File: config.mk
export PLATFORM = sky130hd
export DESIGN_NAME = binary_frame_receiver_fletcher_top
export DESIGN_NICKNAME = d
export VERILOG_FILES = /design/src/design/bfrf_pkg.sv /design/src/design/binary_frame_receiver_fletcher_top.sv /design/src/design/bfrf_cfg.sv /design/src/design/bfrf_parse.sv /design/src/design/bfrf_skid.sv
export SDC_FILE = /design/constraint.sdc
export NUM_CORES = 1
export LEC_CHECK = 0
export ABC_CLOCK_PERIOD_IN_PS = 5200
export CORE_AREA = 2 2 165 167
export DETAILED_ROUTE_END_ITERATION = 7
export DIE_AREA = 0 0 167 169
export DONT_BUFFER_PORTS = 1
export GPL_TIMING_DRIVEN = 1
export HOLD_SLACK_MARGIN = 0.08
export PLACE_DENSITY_LB_ADDON = 0.12
export SYNTH_ARGS = -nofsm -noshare
export SYNTH_HDL_FRONTEND = slang
export SYNTH_SLANG_ARGS = --single-unit
File: constraint.sdc
create_clock -name i_clk -period 5.2 [get_ports i_clk]
set_input_delay 0.78 -clock i_clk [delete_from_list [all_inputs] [get_ports i_clk]]
set_output_delay 0.78 -clock i_clk [all_outputs]
set_load 0.03 [all_outputs]
File: src/design/bfrf_pkg.sv
package bfrf_pkg;

    // largest payload index that is still delivered, plus one
    localparam int unsigned MAX_PAYLOAD = 512;

    // receiver phase codes
    localparam logic [3:0] PH_SYNC1 = 4'd0;
    localparam logic [3:0] PH_SYNC2 = 4'd1;
    localparam logic [3:0] PH_CLASS = 4'd2;
    localparam logic [3:0] PH_ID    = 4'd3;
    localparam logic [3:0] PH_LEN1  = 4'd4;
    localparam logic [3:0] PH_LEN2  = 4'd5;
    localparam logic [3:0] PH_DATA  = 4'd6;
    localparam logic [3:0] PH_CKA   = 4'd7;
    localparam logic [3:0] PH_CKB   = 4'd8;

    // frame status codes
    localparam logic [1:0] ST_OK       = 2'd0;
    localparam logic [1:0] ST_CHECKSUM = 2'd1;
    localparam logic [1:0] ST_UNKNOWN  = 2'd2;
    localparam logic [1:0] ST_OVERFLOW = 2'd3;

    // acknowledge event codes
    localparam logic [1:0] ACK_NONE = 2'd0;
    localparam logic [1:0] ACK_POS  = 2'd1;
    localparam logic [1:0] ACK_NEG  = 2'd2;

    // configuration register indexes
    localparam int unsigned CFG_ADDR_W = 3;
    localparam logic [CFG_ADDR_W-1:0] REG_SYNC_FIRST  = 3'd0;
    localparam logic [CFG_ADDR_W-1:0] REG_SYNC_SECOND = 3'd1;
    localparam logic [CFG_ADDR_W-1:0] REG_ACK_CLASS   = 3'd2;
    localparam logic [CFG_ADDR_W-1:0] REG_ACK_ID      = 3'd3;
    localparam logic [CFG_ADDR_W-1:0] REG_NAK_ID      = 3'd4;

    localparam int unsigned TDATA_W = 64;

    typedef struct packed {
        logic [7:0] sync_first;
        logic [7:0] sync_second;
        logic [7:0] ack_class;
        logic [7:0] ack_id;
        logic [7:0] nak_id;
    } t_cfg;

    typedef struct packed {
        logic        payload_valid;
        logic [7:0]  payload_byte;
        logic [15:0] payload_index;
        logic        frame_done;
        logic [1:0]  frame_status;
        logic [7:0]  msg_class;
        logic [7:0]  msg_id;
        logic [15:0] msg_length;
        logic [1:0]  ack_event;
    } t_result;

    // standard class codes, the programmable ack class is checked separately
    function automatic logic class_std(input logic [7:0] c);
        logic hit;
        case (c)
            8'h01, 8'h02, 8'h04, 8'h05, 8'h06, 8'h09, 8'h0A,
            8'h0B, 8'h0D, 8'h10, 8'h13, 8'h21, 8'h27, 8'h28: hit = 1'b1;
            default: hit = 1'b0;
        endcase
        return hit;
    endfunction

endpackage

File: src/design/binary_frame_receiver_fletcher_top.sv
// Binary frame receiver with an 8-bit Fletcher check. Each byte taken on the
// slave side gives exactly one result on the master side. The phase machine
// and check sums update on each accepted byte, so a byte can be taken on
// every clock unless input stalls. A two-entry output register and skid stage
// let input continue while a result waits; input stalls only when both are
// full. The receiver hunts for the two sync bytes, captures class, id and
// little-endian length, streams payload bytes (tuser high) with their index,
// and on the second check byte raises tlast with the frame status (ok,
// checksum error, unknown class, overflow past 512 payload bytes) and the
// ack or nak event of good frames. The configuration registers (sync bytes,
// ack class, ack and nak ids) take effect on the next byte; they must be
// written only while the stream is idle, which the block does not enforce.
module binary_frame_receiver_fletcher_top
    import bfrf_pkg::*;
(
    input  logic                  i_clk,
    input  logic                  i_rst_n,
    // configuration write port
    input  logic                  i_cfg_we,
    input  logic [CFG_ADDR_W-1:0] i_cfg_addr,
    input  logic [7:0]            i_cfg_wdata,
    // received bytes
    input  logic                  i_s_axis_tvalid,
    output logic                  o_s_axis_tready,
    input  logic [7:0]            i_s_axis_tdata,   // rx_byte
    // results
    output logic                  o_m_axis_tvalid,
    input  logic                  i_m_axis_tready,
    // payload_byte, payload_index, frame_status, msg_class, msg_id,
    // msg_length, ack_event, zero fill
    output logic [TDATA_W-1:0]    o_m_axis_tdata,
    output logic                  o_m_axis_tlast,   // frame_done
    output logic                  o_m_axis_tuser    // payload_valid
);

    t_cfg    cfg;
    t_result result;
    t_result out_res;
    logic    accept;

    assign accept = i_s_axis_tvalid && o_s_axis_tready;

    bfrf_cfg u_cfg (
        .i_clk       (i_clk),
        .i_rst_n     (i_rst_n),
        .i_cfg_we    (i_cfg_we),
        .i_cfg_addr  (i_cfg_addr),
        .i_cfg_wdata (i_cfg_wdata),
        .o_cfg       (cfg)
    );

    bfrf_parse u_parse (
        .i_clk    (i_clk),
        .i_rst_n  (i_rst_n),
        .i_accept (accept),
        .i_byte   (i_s_axis_tdata),
        .i_cfg    (cfg),
        .o_result (result)
    );

    bfrf_skid u_skid (
        .i_clk   (i_clk),
        .i_rst_n (i_rst_n),
        .i_valid (i_s_axis_tvalid),
        .o_ready (o_s_axis_tready),
        .i_data  (result),
        .o_valid (o_m_axis_tvalid),
        .i_ready (i_m_axis_tready),
        .o_data  (out_res)
    );

    // pack result fields, lowest first
    assign o_m_axis_tdata = {4'd0,
                             out_res.ack_event,
                             out_res.msg_length,
                             out_res.msg_id,
                             out_res.msg_class,
                             out_res.frame_status,
                             out_res.payload_index,
                             out_res.payload_byte};
    assign o_m_axis_tlast = out_res.frame_done;
    assign o_m_axis_tuser = out_res.payload_valid;

endmodule

File: src/design/bfrf_cfg.sv
module bfrf_cfg
    import bfrf_pkg::*;
(
    input  logic                  i_clk,
    input  logic                  i_rst_n,
    input  logic                  i_cfg_we,
    input  logic [CFG_ADDR_W-1:0] i_cfg_addr,
    input  logic [7:0]            i_cfg_wdata,
    output t_cfg                  o_cfg
);

    t_cfg r_cfg;

    // register file, writes beyond the list are dropped
    always_ff @(posedge i_clk) begin
        if (!i_rst_n) begin
            r_cfg.sync_first  <= 8'd181;
            r_cfg.sync_second <= 8'd98;
            r_cfg.ack_class   <= 8'd5;
            r_cfg.ack_id      <= 8'd1;
            r_cfg.nak_id      <= 8'd0;
        end else if (i_cfg_we) begin
            case (i_cfg_addr)
                REG_SYNC_FIRST:  r_cfg.sync_first  <= i_cfg_wdata;
                REG_SYNC_SECOND: r_cfg.sync_second <= i_cfg_wdata;
                REG_ACK_CLASS:   r_cfg.ack_class   <= i_cfg_wdata;
                REG_ACK_ID:      r_cfg.ack_id      <= i_cfg_wdata;
                REG_NAK_ID:      r_cfg.nak_id      <= i_cfg_wdata;
                default: ;
            endcase
        end
    end

    assign o_cfg = r_cfg;

endmodule

File: src/design/bfrf_parse.sv
module bfrf_parse
    import bfrf_pkg::*;
(
    input  logic       i_clk,
    input  logic       i_rst_n,
    input  logic       i_accept,
    input  logic [7:0] i_byte,
    input  t_cfg       i_cfg,
    output t_result    o_result
);

    logic [3:0]  r_phase,    n_phase;
    logic [7:0]  r_class,    n_class;
    logic [7:0]  r_id,       n_id;
    logic [15:0] r_length,   n_length;
    logic [15:0] r_pos,      n_pos;
    logic [7:0]  r_sum_a,    n_sum_a;
    logic [7:0]  r_sum_b,    n_sum_b;
    logic [7:0]  r_check_a,  n_check_a;
    logic        r_overflow, n_overflow;

    logic [7:0]  sum_a_add;
    logic [7:0]  sum_b_add;
    logic [15:0] pos_inc;
    logic        class_ok;
    t_result     res;

    // running fletcher pair with the current byte
    assign sum_a_add = r_sum_a + i_byte;
    assign sum_b_add = r_sum_b + sum_a_add;
    assign pos_inc   = r_pos + 16'd1;
    assign class_ok  = class_std(r_class) || (r_class == i_cfg.ack_class);

    // next state and result for the byte on the input
    always_comb begin
        n_phase    = r_phase;
        n_class    = r_class;
        n_id       = r_id;
        n_length   = r_length;
        n_pos      = r_pos;
        n_sum_a    = r_sum_a;
        n_sum_b    = r_sum_b;
        n_check_a  = r_check_a;
        n_overflow = r_overflow;
        res        = '0;
        case (r_phase)
            PH_SYNC1: begin
                if (i_byte == i_cfg.sync_first) n_phase = PH_SYNC2;
            end
            PH_SYNC2: begin
                if (i_byte == i_cfg.sync_second) begin
                    n_phase    = PH_CLASS;
                    n_sum_a    = 8'd0;
                    n_sum_b    = 8'd0;
                    n_overflow = 1'b0;
                    n_pos      = 16'd0;
                end else begin
                    n_phase = PH_SYNC1;
                end
            end
            PH_CLASS: begin
                n_class = i_byte;
                n_sum_a = sum_a_add;
                n_sum_b = sum_b_add;
                n_phase = PH_ID;
            end
            PH_ID: begin
                n_id    = i_byte;
                n_sum_a = sum_a_add;
                n_sum_b = sum_b_add;
                n_phase = PH_LEN1;
            end
            PH_LEN1: begin
                n_length = {8'd0, i_byte};
                n_sum_a  = sum_a_add;
                n_sum_b  = sum_b_add;
                n_phase  = PH_LEN2;
            end
            PH_LEN2: begin
                n_length = {i_byte, r_length[7:0]};
                n_sum_a  = sum_a_add;
                n_sum_b  = sum_b_add;
                n_pos    = 16'd0;
                n_phase  = ({i_byte, r_length[7:0]} == 16'd0) ? PH_CKA : PH_DATA;
            end
            PH_DATA: begin
                n_sum_a = sum_a_add;
                n_sum_b = sum_b_add;
                if (r_pos >= 16'(MAX_PAYLOAD)) begin
                    n_overflow = 1'b1;
                end else begin
                    res.payload_valid = 1'b1;
                    res.payload_byte  = i_byte;
                    res.payload_index = r_pos;
                end
                n_pos = pos_inc;
                if (pos_inc == r_length) n_phase = PH_CKA;
            end
            PH_CKA: begin
                n_check_a = i_byte;
                n_phase   = PH_CKB;
            end
            PH_CKB: begin
                res.frame_done = 1'b1;
                if (r_overflow) begin
                    res.frame_status = ST_OVERFLOW;
                end else if (r_check_a != r_sum_a || i_byte != r_sum_b) begin
                    res.frame_status = ST_CHECKSUM;
                end else if (!class_ok) begin
                    res.frame_status = ST_UNKNOWN;
                end else begin
                    res.frame_status = ST_OK;
                    if (r_class == i_cfg.ack_class) begin
                        if (r_id == i_cfg.ack_id)      res.ack_event = ACK_POS;
                        else if (r_id == i_cfg.nak_id) res.ack_event = ACK_NEG;
                        else                           res.ack_event = ACK_NONE;
                    end
                end
                n_phase = PH_SYNC1;
            end
            default: begin
                n_phase = PH_SYNC1;
            end
        endcase
        res.msg_class  = n_class;
        res.msg_id     = n_id;
        res.msg_length = n_length;
    end

    // state update on each accepted byte
    always_ff @(posedge i_clk) begin
        if (!i_rst_n) begin
            r_phase    <= PH_SYNC1;
            r_class    <= 8'd0;
            r_id       <= 8'd0;
            r_length   <= 16'd0;
            r_pos      <= 16'd0;
            r_sum_a    <= 8'd0;
            r_sum_b    <= 8'd0;
            r_check_a  <= 8'd0;
            r_overflow <= 1'b0;
        end else if (i_accept) begin
            r_phase    <= n_phase;
            r_class    <= n_class;
            r_id       <= n_id;
            r_length   <= n_length;
            r_pos      <= n_pos;
            r_sum_a    <= n_sum_a;
            r_sum_b    <= n_sum_b;
            r_check_a  <= n_check_a;
            r_overflow <= n_overflow;
        end
    end

    assign o_result = res;

endmodule

File: src/design/bfrf_skid.sv
module bfrf_skid
    import bfrf_pkg::*;
(
    input  logic    i_clk,
    input  logic    i_rst_n,
    input  logic    i_valid,
    output logic    o_ready,
    input  t_result i_data,
    output logic    o_valid,
    input  logic    i_ready,
    output t_result o_data
);

    logic    r_out_valid;
    logic    r_skid_valid;
    t_result r_out;
    t_result r_skid;
    logic    take;
    logic    put;

    assign take    = r_out_valid && i_ready;
    assign o_ready = !r_skid_valid;
    assign put     = i_valid && !r_skid_valid;

    // valid flags of the output register and the skid stage
    always_ff @(posedge i_clk) begin
        if (!i_rst_n) begin
            r_out_valid  <= 1'b0;
            r_skid_valid <= 1'b0;
        end else if (r_skid_valid) begin
            if (take) r_skid_valid <= 1'b0;
        end else if (put) begin
            if (r_out_valid && !take) r_skid_valid <= 1'b1;
            else                      r_out_valid  <= 1'b1;
        end else if (take) begin
            r_out_valid <= 1'b0;
        end
    end

    // payload moves
    always_ff @(posedge i_clk) begin
        if (r_skid_valid) begin
            if (take) r_out <= r_skid;
        end else if (put) begin
            if (r_out_valid && !take) r_skid <= i_data;
            else                      r_out  <= i_data;
        end
    end

    assign o_valid = r_out_valid;
    assign o_data  = r_out;

endmodule

-- Yosys cells after proc, flatten, opt, wreduce, memory -nomap -nowiden
Memory sizes are Yosys's and may differ from the RTL's. A register that Yosys moved wholly into a read port is not among the register bits.
Cells that the tools add are included.
- word-level logic and storage cells: 140
- ROM bits: 64
- bits in registers: 243
- latch bits: 0
- memory bits (writable): 0
- memories kept: 1
- output and inout bits: 68
- input port bits: 24
- memory list (name ; words ; bits a word ; rd ports ; clocked after Yosys merged registers in ; write ports ; line ; RTL):
    (name not given) ; 64 ; 1 ; 1 ; 1 ; 0 ; bfrf_pkg.sv:61 ; case (c)
- div/mod/pow operators: 0
- reductions and logical operators: 30
- bitwise logic cells: 1
- multipliers: 0
- add/sub/neg operators: 3
- muxes and demuxes: 43
- shifts and indexed selects: 0
- equal/unequal tests: 27
- order comparisons: 1
- operators by type and width (operator ; count):
    $mux 62 ; 4
    $mux 25 ; 2
    $pmux 16 s3 ; 1
    $eq 8x8->1 ; 5
    $pmux 16 s2 ; 1
    $pmux 4 s8 ; 1
    $pmux 8 s2 ; 2
    $mux 8 ; 3
    $mux 2 ; 11
    $reduce_and 3->1 ; 6
    $add 16x1->16 const B ; 1
    $add 8x8->8 ; 2
    $eq 16x16->1 ; 1
    $eq 4x3->1 const B ; 4
    $ge 16x10->1 const B ; 1
    $logic_not 16->1 ; 1
    $mux 16 ; 1
    $ne 8x8->1 ; 2
    $mux 6 ; 2
    $reduce_and 2->1 ; 6
    $mux 1 ; 11
    $ne 2x1->1 const B ; 5
    $eq 4x2->1 const B ; 2
    $mux 4 ; 2
    other kinds (19) ; 28

-- Logic depth before layout (Yosys ltp)
- depth in word-level cells: 11
- gate-level depth with buffers: 12
- mapped depth without buffers: 12

-- By module
A second synthesis with hierarchy kept.
- cells, all modules: 1041
- area total of the unflattened synthesis: 12077.8 sq um
- modules (own cells, without submodules) (module ; area each (sq um) ; times used ; seq. area each (sq um) ; cells an instance):
    bfrf_parse ; 5873.1 ; 1 ; 1561.5 ; 675
    bfrf_skid ; 4588.2 ; 1 ; 3763.6 ; 207
    bfrf_cfg ; 1576.5 ; 1 ; 800.8 ; 153
    binary_frame_receiver_fletcher_top ; 40.0 ; 1 ; 0.0 ; 6

-- Least setup slack after synthesis
No wires, ideal clock.
- kind: in2reg
- from: input i_s_axis_tvalid
- to: register u_skid.r_out (netlist bit u_skid.o_data[0]), enable pin
- data required time: 4697 ps
- path slack: -58 ps
- cell stages on the path: 5
- buffers on the path: 2
- arrival time: 4755 ps
- setup time: 503 ps
- path through: nor2b_1 clkbuf_1 clkbuf_1 a21oi_1 a21oi_1
- longest elaborated chain between the ends: 3
- RTL lines (what ; line ; RTL):
    start: declaration ; binary_frame_receiver_fletcher_top.sv:23 ; input logic i_s_axis_tvalid,
    $logic_and 1x1->1 ; bfrf_skid.sv:23 ; assign put = i_valid && !r_skid_valid;
    $reduce_bool 2->1 (no line) ; - ;
    $reduce_and 3->1 (no line) ; - ;
    end signal: assignment ; bfrf_skid.sv:43 ; if (take) r_out <= r_skid;
    end signal: assignment ; bfrf_skid.sv:46 ; else r_out <= i_data;
    end: declaration ; bfrf_skid.sv:16 ; t_result r_out;
Every way passes these cells.
A chain may end at the register's enable or synchronous reset.

-- Worst setup path after layout
- from: register u_parse.r_pos[0]
- to: register u_parse.r_phase[0]
- longest elaborated chain between the ends: 4
- RTL lines (what ; line ; RTL):
    start: declaration ; bfrf_parse.sv:16 ; logic [15:0] r_pos, n_pos;
    start signal: assignment ; bfrf_parse.sv:147 ; r_pos <= n_pos;
    $add 16x1->16 ; bfrf_parse.sv:31 ; assign pos_inc = r_pos + 16'd1;
    $eq 16x16->1 ; bfrf_parse.sv:97 ; if (pos_inc == r_length) n_phase = PH_CKA;
    $ne 2x1->1 (no line) ; - ;
    $reduce_and 3->1 (no line) ; - ;
    end signal: assignment ; bfrf_parse.sv:143 ; r_phase <= n_phase;
    end: declaration ; bfrf_parse.sv:12 ; logic [3:0] r_phase, n_phase;
Every way passes these cells.

==> insert_results.sql <==
INSERT INTO impl_metrics (metric_group, metric, value, unit) VALUES
('power_and_ir_drop', 'power_density_over_cell_area', '348', 'mW/mm^2'),
('hold_path', 'hold_path_startpoint', 'i_rst_n', ''),
('logic_synthesis', 'synth-seq-cells', '244', ''),
('floorplanning', 'die_height', '169', 'um'),
('logic_synthesis', 'post_synth_inst_count', '1121', ''),
('floorplanning', 'die_area', '0.0282', 'sq mm'),
('routing', 'wl_met2', '12.5', 'mm'),
('critical_path', 'worst-r2r-setup-slack', '2.08', 'ns'),
('clocking', 'cts_inserted_buffers', '27', ''),
('global_route', 'grt_max_degree', '129', ''),
('finish', 'share_of_final_layout_standard_cells_stronger_than_drive_strength_1', '13.2', '%'),
('logic_synthesis', 'cell_area_after_synthesis', '0.0118', 'sq mm'),
('critical_path', 'critical_path.max_fanout', '13', ''),
('global_route', 'antenna_found_initial', '0', ''),
('critical_path', 'kind_of_start_point_of_the_critical_path', 'flop', ''),
('logic_synthesis', 'primary_flip_flop_cell_chosen_by_synthesis_mapping', 'sky130_fd_sc_hd__edfxtp_1', ''),
('placed_design', 'place_area', '0.0120', 'sq mm'),
('clocking', 'root_buffer', 'sky130_fd_sc_hd__clkbuf_16', ''),
('routing', 'post_drt_wl_per_cell', '18.6', 'um'),
('hold_path', 'worst_hold_path.num_cells', '1', ''),
('power_and_ir_drop', 'total_switching_power', '0.00108', 'W'),
('floorplanning', 'num_rows', '60', ''),
('finish', 'final-seq-area', '0.00613', 'sq mm'),
('placed_design', 'place.port_buffers', '0', ''),
('routing', 'number_of_vias_in_the_routed_layout', '7810', ''),
('clocking', 'post_cts_hold_buffer_count', '0', ''),
('finish', 'most-common-layout-cells', '133 x sky130_fd_sc_hd__nand2_1, 124 x sky130_fd_sc_hd__edfxtp_1, 120 x sky130_fd_sc_hd__dfxtp_1, 93 x sky130_fd_sc_hd__nor2_1, 72 x sky130_fd_sc_hd__mux2_2', ''),
('finish', 'finish.utilization', '49.0', '%'),
('logic_synthesis', 'synth_area_per_cell', '10.5', 'sq um'),
('global_route', 'grt_pass1_wl', '43.1', 'mm'),
('global_route', 'grt_util_all_layers', '19.2', '%'),
('logic_synthesis', 'ys_async_sr_fraction', '0', '%'),
('finish', 'stdcell_count', '1462', ''),
('outcome', 'status', 'finished, final reports clean', ''),
('routing', 'met3WireLength', '1.33', 'mm'),
('critical_path', 'critPathRequiredTime', '5.68', 'ns'),
('finish', 'syn_to_final_growth', '10.2', '%'),
('logic_synthesis', 'synth-edff-count', '124', ''),
('sta', 'setup_viol', '0', ''),
('routing', 'drt-met1-wl', '13.1', 'mm'),
('clocking', 'worst_skew_late_latency', '0.55', 'ns'),
('power_and_ir_drop', 'clockPowerShare', '44.6', '%'),
('sta', 'layout_min_cycle_time', '3.12', 'ns'),
('clocking', 'tritoncts', 'done', ''),
('sta', 'tightestPinTransition', '1.21', 'ns'),
('logic_synthesis', 'ys_seq_area_share', '52.0', '%'),
('finish', 'postLayoutCellArea', '0.0130', 'sq mm'),
('placed_design', 'replace_congestion', '0.802', ''),
('power_and_ir_drop', 'power_frac_seq', '49.8', '%'),
('sta', 'final-max-slew-violation-count', '0', ''),
('critical_path', 'worst_flop_to_flop_path_endpoint', 'u_parse.r_phase[0]$_SDFFE_PN0P_', ''),
('sta', 'hold_violations', '0', ''),
('logic_synthesis', 'synthDominantAreaCellType', 'sky130_fd_sc_hd__edfxtp_1', ''),
('power_and_ir_drop', 'power.share.combinational', '5.6', '%'),
('run', 'max_cap_violations', '0', ''),
('critical_path', 'reg2regPathDepth', '8', ''),
('finish', 'multiInputGateArea', '0.00534', 'sq mm'),
('sta', 'rsz0062_at_grt', 'no', ''),
('routing', 'first_pass_iters', '5', ''),
('finish', 'design.final.nets', '1145', ''),
('logic_synthesis', 'netlist_top_cells_area', 'sky130_fd_sc_hd__edfxtp_1 32%, sky130_fd_sc_hd__dfxtp_1 20%, sky130_fd_sc_hd__mux2_2 6.9%', ''),
('hold_path', 'worst_hold_path_type', 'in2reg', ''),
('routing', 'drtAntennaViolNets', '0', ''),
('floorplanning', 'num_io_pins', '92', ''),
('floorplanning', 'start_util', '44.4', '%'),
('critical_path', 'cp_data_arrival_time', '3.60', 'ns'),
('sta', 'fin_skew', '0.0101', 'ns'),
('placed_design', 'numPlacedInstances', '1412', ''),
('sta', 'fin_crit_sh', '60.0', '%'),
('placed_design', 'place_hpwl', '18.1', 'mm'),
('sta', 'slew-limit-headroom', '18.5', '%');
[flip-flops by register name (all words and copies together) (netlist names), 16 cells and up, named ones only]
name              cells
u_parse.r_pos        16
u_skid.r_skid        62
u_parse.r_length     16
u_cfg.o_cfg          40
u_skid.o_data        62
[metrics by stage]
stage               hold WS [ns]  power [W]
global placement           0.465    0.00255
floorplan                  0.455    0.00250
detailed placement         0.469    0.00255
global route               0.287    0.00469
CTS                        0.286    0.00458
finish                     0.317    0.00452
[cell families (layout without fill, tap and decap cells)]
group                      Yosys count  after routing  synth area share (%)
muxes                               84             84                  7.91
adders and majority gates           21             21                  2.36
other                                1             11                0.0319
DFF                                244            244                  52.0
buffers and inverters               90             80                  3.21
AOI/OAI and AO/OA                  169            169                  9.48
xor gates and xnor gates            89             89                  6.62
and+or+nand+nor                    423            423                  18.4
[Yosys cell counts (all sizes together) (9+ instances only)]
cell type and n:
nor2b 33, o21ai 41, nand3 29, o31ai 9
a21oi 26, xnor2 43, ha 19, buf 21
nor3 13, nor4 20, a22oi 12, xor2 46
a21boi 42, mux2 72, edfxtp 124, nand2 133
nand4 10, dfxtp 120, and2 32, nor2 93
clkbuf 48, inv 20, nor3b 26, mux2i 12
[power groups by stage]
stage | Sequential, W | Combinational, W | Clock [W]
after floorplan | 0.00227 | 0.000222 | 0
after global placement | 0.00230 | 0.000251 | 0
after detailed placement | 0.00230 | 0.000254 | 0
after CTS | 0.00225 | 0.000256 | 0.00207
after global routing | 0.00226 | 0.000284 | 0.00215
final | 0.00225 | 0.000251 | 0.00202
[metal layers]
| layer | up-vias | track usage (%) |
|---|---|---|
| met2 | 172 | 30.3 |
| met5 | - | 0 |
| met3 | 30 | 3.60 |
| li1 | 3877 | - |
| met1 | 3731 | 27.7 |
| met4 | 0 | 3.75 |
[critical path, stage by stage, from the launching register on]
cell and delay, ns:
sky130_fd_sc_hd__dfxtp_1 0.47, sky130_fd_sc_hd__ha_1 0.31, sky130_fd_sc_hd__nand3_2 0.29, sky130_fd_sc_hd__or3_1 0.43, sky130_fd_sc_hd__o22a_1 0.22, sky130_fd_sc_hd__a2111oi_2 0.41
sky130_fd_sc_hd__a41oi_1 0.28, sky130_fd_sc_hd__or4_1 0.52, sky130_fd_sc_hd__a21boi_1 0.12
[worst max path at each step]
stage                                            to  slack [ns]                           from  cells after the start
floorplan                u_skid.o_data[0]$_DFFE_PP_        1.32                i_s_axis_tvalid                      5
global placement    u_parse.r_sum_b[6]$_SDFFE_PN0P_        1.89              i_s_axis_tdata[0]                     11
detailed placement  u_parse.r_sum_b[6]$_SDFFE_PN0P_        1.85              i_s_axis_tdata[0]                     11
CTS                 u_parse.r_phase[0]$_SDFFE_PN0P_        2.11  u_parse.r_pos[0]$_SDFFE_PN0P_                      8
global route        u_parse.r_phase[0]$_SDFFE_PN0P_        1.91  u_parse.r_pos[0]$_SDFFE_PN0P_                      8
finish              u_parse.r_phase[0]$_SDFFE_PN0P_        2.08  u_parse.r_pos[0]$_SDFFE_PN0P_                      8
[layout make-up]
class / instances / area share, %
inverter: 21 / 0.607
clock inverter: 18 / 1.61
sequential: 244 / 47.2
timing repair buffer: 9 / 0.521
tap: 341 / 3.29
clock buffer: 32 / 5.67
multi-input combinational: 797 / 41.1
(Power assumes the default switching activity.)
